[src/rtl/core/stvg_pkg.sv]
// shared types and constants for the simd twister variant generator
// no dependencies
package stvg_pkg;

   localparam int LANE_W = 32;
   localparam int LANES  = 4;
   localparam int ELEM_W = LANE_W * LANES;
   localparam int CSR_W  = 3;

   localparam logic [LANE_W-1:0] SEED_MULT = 32'd1812433253;

   localparam logic OP_RESEED = 1'b0;
   localparam logic OP_DRAW   = 1'b1;

   typedef enum logic [CSR_W-1:0] {
      CSR_MID_OFFSET  = 3'd0,
      CSR_LEFT_SHIFT  = 3'd1,
      CSR_RIGHT_SHIFT = 3'd2,
      CSR_BYTE_SHIFT  = 3'd3,
      CSR_MASK_LANE0  = 3'd4,
      CSR_MASK_LANE1  = 3'd5,
      CSR_MASK_LANE2  = 3'd6,
      CSR_MASK_LANE3  = 3'd7
   } csr_index_type;

   localparam logic [7:0]        RST_MID_OFFSET  = 8'd1;
   localparam logic [4:0]        RST_LEFT_SHIFT  = 5'd11;
   localparam logic [4:0]        RST_RIGHT_SHIFT = 5'd7;
   localparam logic [2:0]        RST_BYTE_SHIFT  = 3'd7;
   localparam logic [LANE_W-1:0] RST_MASK        = 32'd7;

   typedef struct packed {
      logic [7:0]                   mid_offset;
      logic [4:0]                   left_shift;
      logic [4:0]                   right_shift;
      logic [2:0]                   byte_shift;
      logic [LANES-1:0][LANE_W-1:0] mask_lane;
   } stvg_cfg_type;

   typedef struct packed {
      logic load;
      logic step;
   } seed_ctl_type;

   typedef struct packed {
      logic load;
      logic step;
   } recur_ctl_type;

endpackage

[src/rtl/core/stvg_seed.sv]
// seeding unit: one lane of the seed recurrence per cycle while stepped, packs four lanes
// depends on stvg_pkg
module stvg_seed #(
   parameter int LW = 10
) (
   input  logic                       clock,
   input  stvg_pkg::seed_ctl_type     ctl,
   input  logic [stvg_pkg::LANE_W-1:0] seed,
   input  logic [LW-1:0]              lane,
   output logic [stvg_pkg::ELEM_W-1:0] wr_data
);
   import stvg_pkg::*;

   logic [LANE_W-1:0]             prev_ff;
   logic [LANE_W-1:0]             prev_in;
   logic [LANES-2:0][LANE_W-1:0]  buf_ff;
   logic [LANES-2:0][LANE_W-1:0]  buf_in;
   logic [LANE_W-1:0]             mixed;
   logic [LANE_W-1:0]             next_lane;

   always_comb begin
      mixed     = prev_ff ^ (prev_ff >> 30);
      next_lane = LANE_W'(SEED_MULT * mixed) + LANE_W'(lane);
      prev_in   = prev_ff;
      buf_in    = buf_ff;
      if (ctl.load) begin
         prev_in   = seed;
         buf_in[0] = seed;
      end else if (ctl.step) begin
         prev_in = next_lane;
         case (lane[1:0])
            2'd0:    buf_in[0] = next_lane;
            2'd1:    buf_in[1] = next_lane;
            2'd2:    buf_in[2] = next_lane;
            default: buf_in    = buf_ff;
         endcase
      end
   end

   assign wr_data = {next_lane, buf_ff};

   always_ff @(posedge clock) begin
      prev_ff <= prev_in;
      buf_ff  <= buf_in;
   end

endmodule

[config.mk]
export PLATFORM = sky130hd
export DESIGN_NAME = stvg_seed
export DESIGN_NICKNAME = d
export VERILOG_FILES = /design/src/rtl/core/stvg_pkg.sv /design/src/rtl/core/stvg_seed.sv
export SDC_FILE = /design/constraint.sdc
export NUM_CORES = 1
export LEC_CHECK = 0
export BUFFER_PORTS_ARGS = -buffer_cell sky130_fd_sc_hd__buf_4
export CAP_MARGIN = 20
export CORE_UTILIZATION = 55
export CTS_CLUSTER_SIZE = 8
export DETAILED_ROUTE_END_ITERATION = 12
export PLACE_DENSITY_LB_ADDON = 0.3
export SYNTH_ARGS = -nofsm -noshare
export SYNTH_HDL_FRONTEND = slang
export SYNTH_SLANG_ARGS = --single-unit
[constraint.sdc]
create_clock -name clock -period 12.3 [get_ports clock]
set_input_delay 1.845 -clock clock [delete_from_list [all_inputs] [get_ports clock]]
set_output_delay 1.845 -clock clock [all_outputs]
set_load 0.005 [all_outputs]
==> summary.log, run 1 <==
qor: clocking.worstSkewPairLatency 420 ps
qor: setup_path.worst-endpoint-arrival 7470 ps
qor: place.dp_hpwl 25950 µm
qor: drt.wire_per_inst 21.65 µm
qor: timing.final.setup.tns 0 ps
qor: die.floorplan.rows 54
qor: drt.drc_errors 0
qor: final_layout.final_cell_mix sky130_fd_sc_hd__inv_1, sky130_fd_sc_hd__ha_1, sky130_fd_sc_hd__buf_4, sky130_fd_sc_hd__fa_1, sky130_fd_sc_hd__edfxtp_1
qor: synthesis.register_bit_total_from_synthesis 128
qor: global_routing.initial_antenna_violation_count 1
qor: timing.period_needed 9318 ps
qor: setup_path.worst_ep_required_time 10450 ps
qor: clocking.tritoncts built
qor: place.post-place-cells 1461
qor: final_layout.layoutNonFillerInstCount 1493
qor: final_layout.final_net_count 1635
qor: synthesis.sequential_to_total_area_share_from_yosys_stat 30.55%
qor: hold_path.timing.hold.worst.start prev_ff[1]$_DFFE_PP_
qor: setup_path.crit_path_max_fanout 8
qor: outcome.status finished, final reports clean
qor: timing.timing.fmax 107.3 MHz
qor: setup_path.cp.buffers_inverters 5
qor: die.core_area 22090 µm²
qor: place.buffer_ports.inserted 172
qor: final_layout.layout_commonest_cell sky130_fd_sc_hd__inv_1
qor: timing.layout_setup_ws 2982 ps
qor: global_routing.grt_pass1_wl 50650 µm
qor: synthesis.synthCells 1010
qor: final_layout.number_of_diodes 0
qor: setup_path.critPathMaxStageDelay 560 ps
qor: global_routing.groute.usage.overall 29.37%
qor: clocking.cts_num_sinks 128
qor: global_routing.vias_in_the_first_global_route 9171
qor: drt.routed_wl 32330 µm
qor: synthesis.ys_dominant_reg_cell sky130_fd_sc_hd__edfxtp_1
qor: die.die_w 153.2 µm
qor: setup_path.critPathCaptureType output port
qor: die.die_height 153.2 µm
qor: timing.setup_repair_after_global_routing_missed_its_margin false
qor: die.start_util 56.94%
qor: setup_path.worst_path_dominant_cell_family adder cells
qor: die.boundaryPins 173
qor: clocking.cts_post_setup_buffers_inserted 0
qor: clocking.cts.root.buffer_cell sky130_fd_sc_hd__clkbuf_16
qor: global_routing.grt_start_max_net_pins 42
qor: synthesis.synth-edff-count 128
qor: final_layout.fill_count 1599
qor: job.cap_viol_max_count 0
qor: clocking.clk_pin_slew 60 ps
qor: setup_path.master_of_the_slowest_instance_on_the_critical_path sky130_fd_sc_hd__xor2_1
qor: setup_path.timing.setup.critical_path_class reg -> out
qor: final_layout.final_layout_size_suffix_gt1_share 20.36%
qor: drt.drt_pre_antenna_iters 5
qor: global_routing.grt_remaining_overflow 0
qor: clocking.cts_max_path_buffers 2
qor: drt.avgViaCountPerCell 5.489
qor: clocking.number_of_h_tree_branching_levels 4
qor: final_layout.syn_to_final_growth 18.19%
qor: place.dp_worst_setup_slack 3522 ps
qor: setup_path.rr_startpoint prev_ff[31]$_DFFE_PP_
qor: drt.detailroute.via_count 8195
qor: synthesis.mappedNetlistNets 1445
qor: hold_path.hold_class reg -> reg
qor: setup_path.worst_setup_path_startpoint prev_ff[31]$_DFFE_PP_
qor: timing.clock-skew-final 12.99 ps
qor: synthesis.asyncSetResetFlopFracSynth 0%
qor: die.die_area 23480 µm²
qor: final_layout.multi_input_comb_area 7780 µm²
qor: synthesis.synthesis.area 12580 µm²
qor: setup_path.critical_path.most_common_cell sky130_fd_sc_hd__ha_1
qor: clocking.cts-buffers-inserted 17
qor: drt.drtIter0Drc 431
qor: synthesis.synth_warnings 0
qor: clocking.cts_hold_buf 0
qor: clocking.post_cts.resized_instances 0
qor: timing.worst_pin_slew 904.0 ps
qor: timing.relSlewSlack 39.74%
qor: setup_path.crit_path_cell_trace xor2_1 > xnor2_1 > ha_1 > or2_2 > ha_1 > inv_1 > fa_1 > inv_1 > ha_1 > ha_1 > fa_1 > fa_1 > inv_1 > fa_1 > inv_1 > ha_1 > and3_1 > a221o_1 > a221oi_2 > o32ai_1 > a311o_1 > a21oi_2 > xnor2_1 > buf_4
qor: setup_path.cp-start-kind register
qor: timing.final_max_slew_viol_count 0
qor: timing.setup-violations-final 0
qor: synthesis.synth_area_per_inst 12.46 µm²
qor: drt.detail-route-antenna-nets 0
qor: final_layout.register_area 3844 µm²
qor: place.globalplace.congestion 0.9383
qor: synthesis.synth.distinct_cells 51
qor: timing.hold_violations 0
qor: timing.post-route-period-util 75.76%
==> final timing paths <==
kind | end | slack [ps] | cells past startpoint
setup reg to reg | prev_ff[31]$_DFFE_PP_ | 4950 | 24
hold reg to reg | wr_data[65]$_DFFE_PP_ | 1280 | 3
setup / recovery | wr_data[127] | 2980 | 24
hold / removal | wr_data[65]$_DFFE_PP_ | 1280 | 3
==> stage by stage <==
| step | instance area (µm²) | hold WS (ps) | utilization [%] |
|---|---|---|---|
| 6_report | 14870 | 1284 | 67.30 |
| 5_1_grt | 14870 | 1315 | 67.30 |
| 4_1_cts | 14870 | 1287 | 67.30 |
| 2_1_floorplan | 12580 | 945.5 | - |
| 3_3_place_gp | 14260 | 1265 | 64.54 |
| 3_5_place_dp | 14260 | 1276 | 64.54 |
==> registers in the layout, summed over array words and instances (netlist names) <==
signal,count
prev_ff,32
wr_data,96
==> final cells by class <==
type / count / share of cell area (%)
clock buffers: 18 / 2.886
well taps: 280 / 2.356
repair buffers: 177 / 8.936
multi-input cells: 621 / 52.32
flip-flops and latches: 128 / 25.85
inverters: 255 / 6.437
clock inverters: 14 / 1.212
==> worst reg2reg max path, stage by stage (launching register included) <==
cell and delay, ps:
sky130_fd_sc_hd__edfxtp_1 460, sky130_fd_sc_hd__xor2_1 560, sky130_fd_sc_hd__xnor2_1 200, sky130_fd_sc_hd__ha_1 210, sky130_fd_sc_hd__or2_2 290, sky130_fd_sc_hd__ha_1 270
sky130_fd_sc_hd__inv_1 50, sky130_fd_sc_hd__fa_1 470, sky130_fd_sc_hd__inv_1 40, sky130_fd_sc_hd__ha_1 270, sky130_fd_sc_hd__ha_1 290, sky130_fd_sc_hd__fa_1 470
sky130_fd_sc_hd__fa_1 520, sky130_fd_sc_hd__inv_1 60, sky130_fd_sc_hd__fa_1 490, sky130_fd_sc_hd__inv_1 50, sky130_fd_sc_hd__ha_1 370, sky130_fd_sc_hd__and3_1 200
sky130_fd_sc_hd__a221o_1 350, sky130_fd_sc_hd__a221oi_2 310, sky130_fd_sc_hd__o32ai_1 140, sky130_fd_sc_hd__a311o_1 340, sky130_fd_sc_hd__a21oi_2 160, sky130_fd_sc_hd__xnor2_1 180
sky130_fd_sc_hd__mux2_2 340
==> cells by family (layout without fill, tap and decap cells) <==
group                    count (synthesis)  after routing  synth area share (%)
AND/OR/NAND/NOR                         62             62                 2.427
AO/OA/AOI/OAI                           83             83                 4.694
multiplexers                            29             29                 2.596
XOR/XNOR                                57             57                 3.968
adder cells (fa/ha/maj)                390            390                 47.92
flip-flops                             128            128                 30.55
buffers and inverters                  261            464                 7.847
==> layer usage <==
metal	global-route usage (%)	share of wire, %	routed length, µm	vias up
met3	6.266	5.9	1906	73
met1	34.83	39	12670	4140
met5	0	0.040	13	-
met2	51.49	51	16490	266
met4	12.60	3.8	1244	2
li1	-	-	-	3714
==> synth_stat cells, types with 5 or more instances <==
cell type / number / area share, %
sky130_fd_sc_hd__nor2_1: 25 / 0.75
sky130_fd_sc_hd__fa_1: 153 / 24
sky130_fd_sc_hd__ha_1: 237 / 24
sky130_fd_sc_hd__mux2_2: 29 / 2.6
sky130_fd_sc_hd__a21oi_1: 22 / 0.88
sky130_fd_sc_hd__xor2_1: 11 / 0.77
sky130_fd_sc_hd__xnor2_1: 46 / 3.2
sky130_fd_sc_hd__nand2_1: 9 / 0.27
sky130_fd_sc_hd__inv_1: 255 / 7.6
sky130_fd_sc_hd__a21o_1: 12 / 0.72
sky130_fd_sc_hd__o21ai_0: 8 / 0.32
sky130_fd_sc_hd__and3_1: 5 / 0.25
sky130_fd_sc_hd__edfxtp_1: 128 / 31
Power of run 1 is not shown: default switching activity piles up to over one toggle a cycle in this logic, so the estimate is an artifact.
==> run 2: changes to the inputs <==
- clock period: 12.3 -> 9.09 ns (I/O delays scaled with it)
==> summary.log, run 2 (synthesized netlist as in run 1, its figures left out) <==
qor: outcome.status finished, final reports clean
qor: drt.drc_errors 0 [unchanged]
qor: die.floorplan.rows 54 [unchanged]
qor: die.start_util 56.94% [unchanged]
qor: place.dp_hpwl 27190 µm [+4.8%]
qor: global_routing.vias_in_the_first_global_route 9235 [+0.70%]
qor: final_layout.syn_to_final_growth 18.11% [about the same]
qor: timing.relSlewSlack 33.97% [-5.8 points]
qor: drt.wire_per_inst 21.87 µm [+0.98%]
qor: clocking.cts_post_setup_buffers_inserted 0 [unchanged]
qor: drt.dr.max_layer_used met5
qor: clocking.cts_hold_buf 0 [unchanged]
qor: final_layout.final_net_count 1640 [+0.31%]
qor: timing.hold_violations 0 [unchanged]
qor: final_layout.layout_commonest_cell sky130_fd_sc_hd__inv_1
qor: final_layout.final_cell_area 14860 µm² [about the same]
qor: clocking.cts.root.buffer_cell sky130_fd_sc_hd__clkbuf_16
qor: drt.met3_wirelength 2319 µm [+22%]
qor: setup_path.worst-endpoint-arrival 7380 ps [-90 ps]
qor: clocking.clk_pin_slew 70 ps [about the same]
qor: die.core_area 22090 µm² [unchanged]
qor: die.die_w 153.2 µm [unchanged]
qor: setup_path.crit_path_max_fanout 6 [-2]
qor: drt.route.layer.met1.wl 12150 µm [-4.1%]
qor: timing.final_max_slew_viol_count 0 [unchanged]
qor: place.globalplace.congestion 0.9414 [+0.33%]
qor: clocking.tritoncts built
qor: timing.setup_repair_after_global_routing_missed_its_margin false
qor: place.post-place-cells 1466 [+0.34%]
qor: drt.drt_pre_antenna_iters 5 [unchanged]
qor: clocking.post_cts.resized_instances 0 [unchanged]
qor: setup_path.rrSetupSlack 1810 ps [-3140 ps]
qor: die.die_area 23480 µm² [unchanged]
qor: setup_path.timing.setup.critical_path_class reg -> out
qor: place.buffer_ports.inserted 172 [unchanged]
qor: timing.setup-violations-final 0 [unchanged]
qor: hold_path.hold_class reg -> reg
qor: place.dp_worst_setup_slack 865.5 ps [-2656 ps]
qor: drt.detail-route-antenna-nets 0 [unchanged]
qor: timing.post-route-period-util 96.15%
qor: die.boundaryPins 173 [unchanged]
qor: drt.detailroute.via_count 8281 [+1.0%]
qor: drt.drtIter0Drc 507 [+18%]
qor: setup_path.worst_ep_required_time 7730 ps [-2720 ps]
qor: clocking.cts_num_sinks 128 [unchanged]
qor: drt.total_met2_wirelength_after_detailed_routing 16730 µm [+1.5%]
qor: drt.avgViaCountPerCell 5.524 [+0.64%]
qor: timing.worst_pin_slew 990.5 ps [+86.56 ps]
qor: clocking.worstSkewPairLatency 430 ps [about the same]
qor: place.place_area 14300 µm² [+0.26%]
qor: timing.layout_setup_ws 349.9 ps [-2632 ps]
qor: global_routing.grt_start_max_net_pins 42 [unchanged]
qor: final_layout.layoutNonFillerInstCount 1499 [+0.40%]
qor: timing.final.setup.tns 0 ps [unchanged]
qor: timing.period_needed 8740 ps
qor: setup_path.critPathCaptureType output port
qor: clocking.number_of_h_tree_branching_levels 4 [unchanged]
qor: drt.routed_wl 32780 µm [+1.4%]
qor: global_routing.groute.usage.overall 29.74% [+0.37 points]
qor: clocking.cts_max_path_buffers 2 [unchanged]
qor: clocking.cts-buffers-inserted 17 [unchanged]
qor: final_layout.final_cell_mix sky130_fd_sc_hd__inv_1, sky130_fd_sc_hd__ha_1, sky130_fd_sc_hd__buf_4, sky130_fd_sc_hd__fa_1, sky130_fd_sc_hd__edfxtp_1
qor: final_layout.final_layout_size_suffix_gt1_share 20.62% [+0.26 points]
qor: die.die_height 153.2 µm [unchanged]
qor: global_routing.initial_antenna_violation_count 3 [+2]
qor: timing.timing.fmax 114.4 MHz
qor: global_routing.grt_remaining_overflow 0 [unchanged]
qor: timing.clock-skew-final 21.52 ps [+8.531 ps]
qor: global_routing.grt_pass1_wl 51000 µm [+0.68%]
qor: job.cap_viol_max_count 0 [unchanged]
qor: setup_path.cp-start-kind register
qor: final_layout.largest_register_ff_count 96 [unchanged]
[run 2: layout make-up]
type	instances	area (µm²)
clock inverters	14	131.4
inverters	255	957.2
clock buffers	17	425.4
well taps	280	350.3
fillers	1627	7234
diodes	2	5.005
repair buffers	182	1366
multi-input cells	621	7780
flip-flops and latches	128	3844
[run 2: through the flow]
step	utilization [%]	hold slack, ps
finish	67.26	1222
global route	67.23	1247
CTS	67.23	1208
detailed placement	64.71	1190
global placement	64.71	1198
floorplan	-	945.5
[run 2: final timing paths]
| kind | from | endpoint | cells after the start |
|---|---|---|---|
| setup / recovery | prev_ff[30]$_DFFE_PP_ | wr_data[127] | 24 |
| hold / removal | prev_ff[0]$_DFFE_PP_ | wr_data[64]$_DFFE_PP_ | 4 |
| setup reg to reg | prev_ff[30]$_DFFE_PP_ | wr_data[27]$_DFFE_PP_ | 23 |
| hold reg to reg | prev_ff[0]$_DFFE_PP_ | wr_data[64]$_DFFE_PP_ | 4 |
[run 2: critical path, cell delays in order (launching register included)]
cell and delay [ps]:
sky130_fd_sc_hd__edfxtp_1 480, sky130_fd_sc_hd__xnor2_1 440, sky130_fd_sc_hd__xnor2_1 110, sky130_fd_sc_hd__buf_4 180, sky130_fd_sc_hd__ha_1 170, sky130_fd_sc_hd__or2_2 300
sky130_fd_sc_hd__ha_1 270, sky130_fd_sc_hd__inv_1 40, sky130_fd_sc_hd__fa_1 470, sky130_fd_sc_hd__inv_1 40, sky130_fd_sc_hd__ha_1 180, sky130_fd_sc_hd__fa_1 480
sky130_fd_sc_hd__fa_1 530, sky130_fd_sc_hd__fa_1 500, sky130_fd_sc_hd__inv_1 50, sky130_fd_sc_hd__fa_1 480, sky130_fd_sc_hd__inv_1 40, sky130_fd_sc_hd__ha_1 370
sky130_fd_sc_hd__nand3_1 180, sky130_fd_sc_hd__or3_1 430, sky130_fd_sc_hd__o31ai_1 310, sky130_fd_sc_hd__a311o_1 240, sky130_fd_sc_hd__a21oi_2 60, sky130_fd_sc_hd__xnor2_1 380
sky130_fd_sc_hd__buf_4 200
[run 2: routing by layer]
metal	track usage, %	up-vias
met5	0	-
met4	14.77	2
met3	6.606	89
met2	52.16	315
met1	34.27	4145
li1	-	3730
Power of run 2 is left out for the same reason.
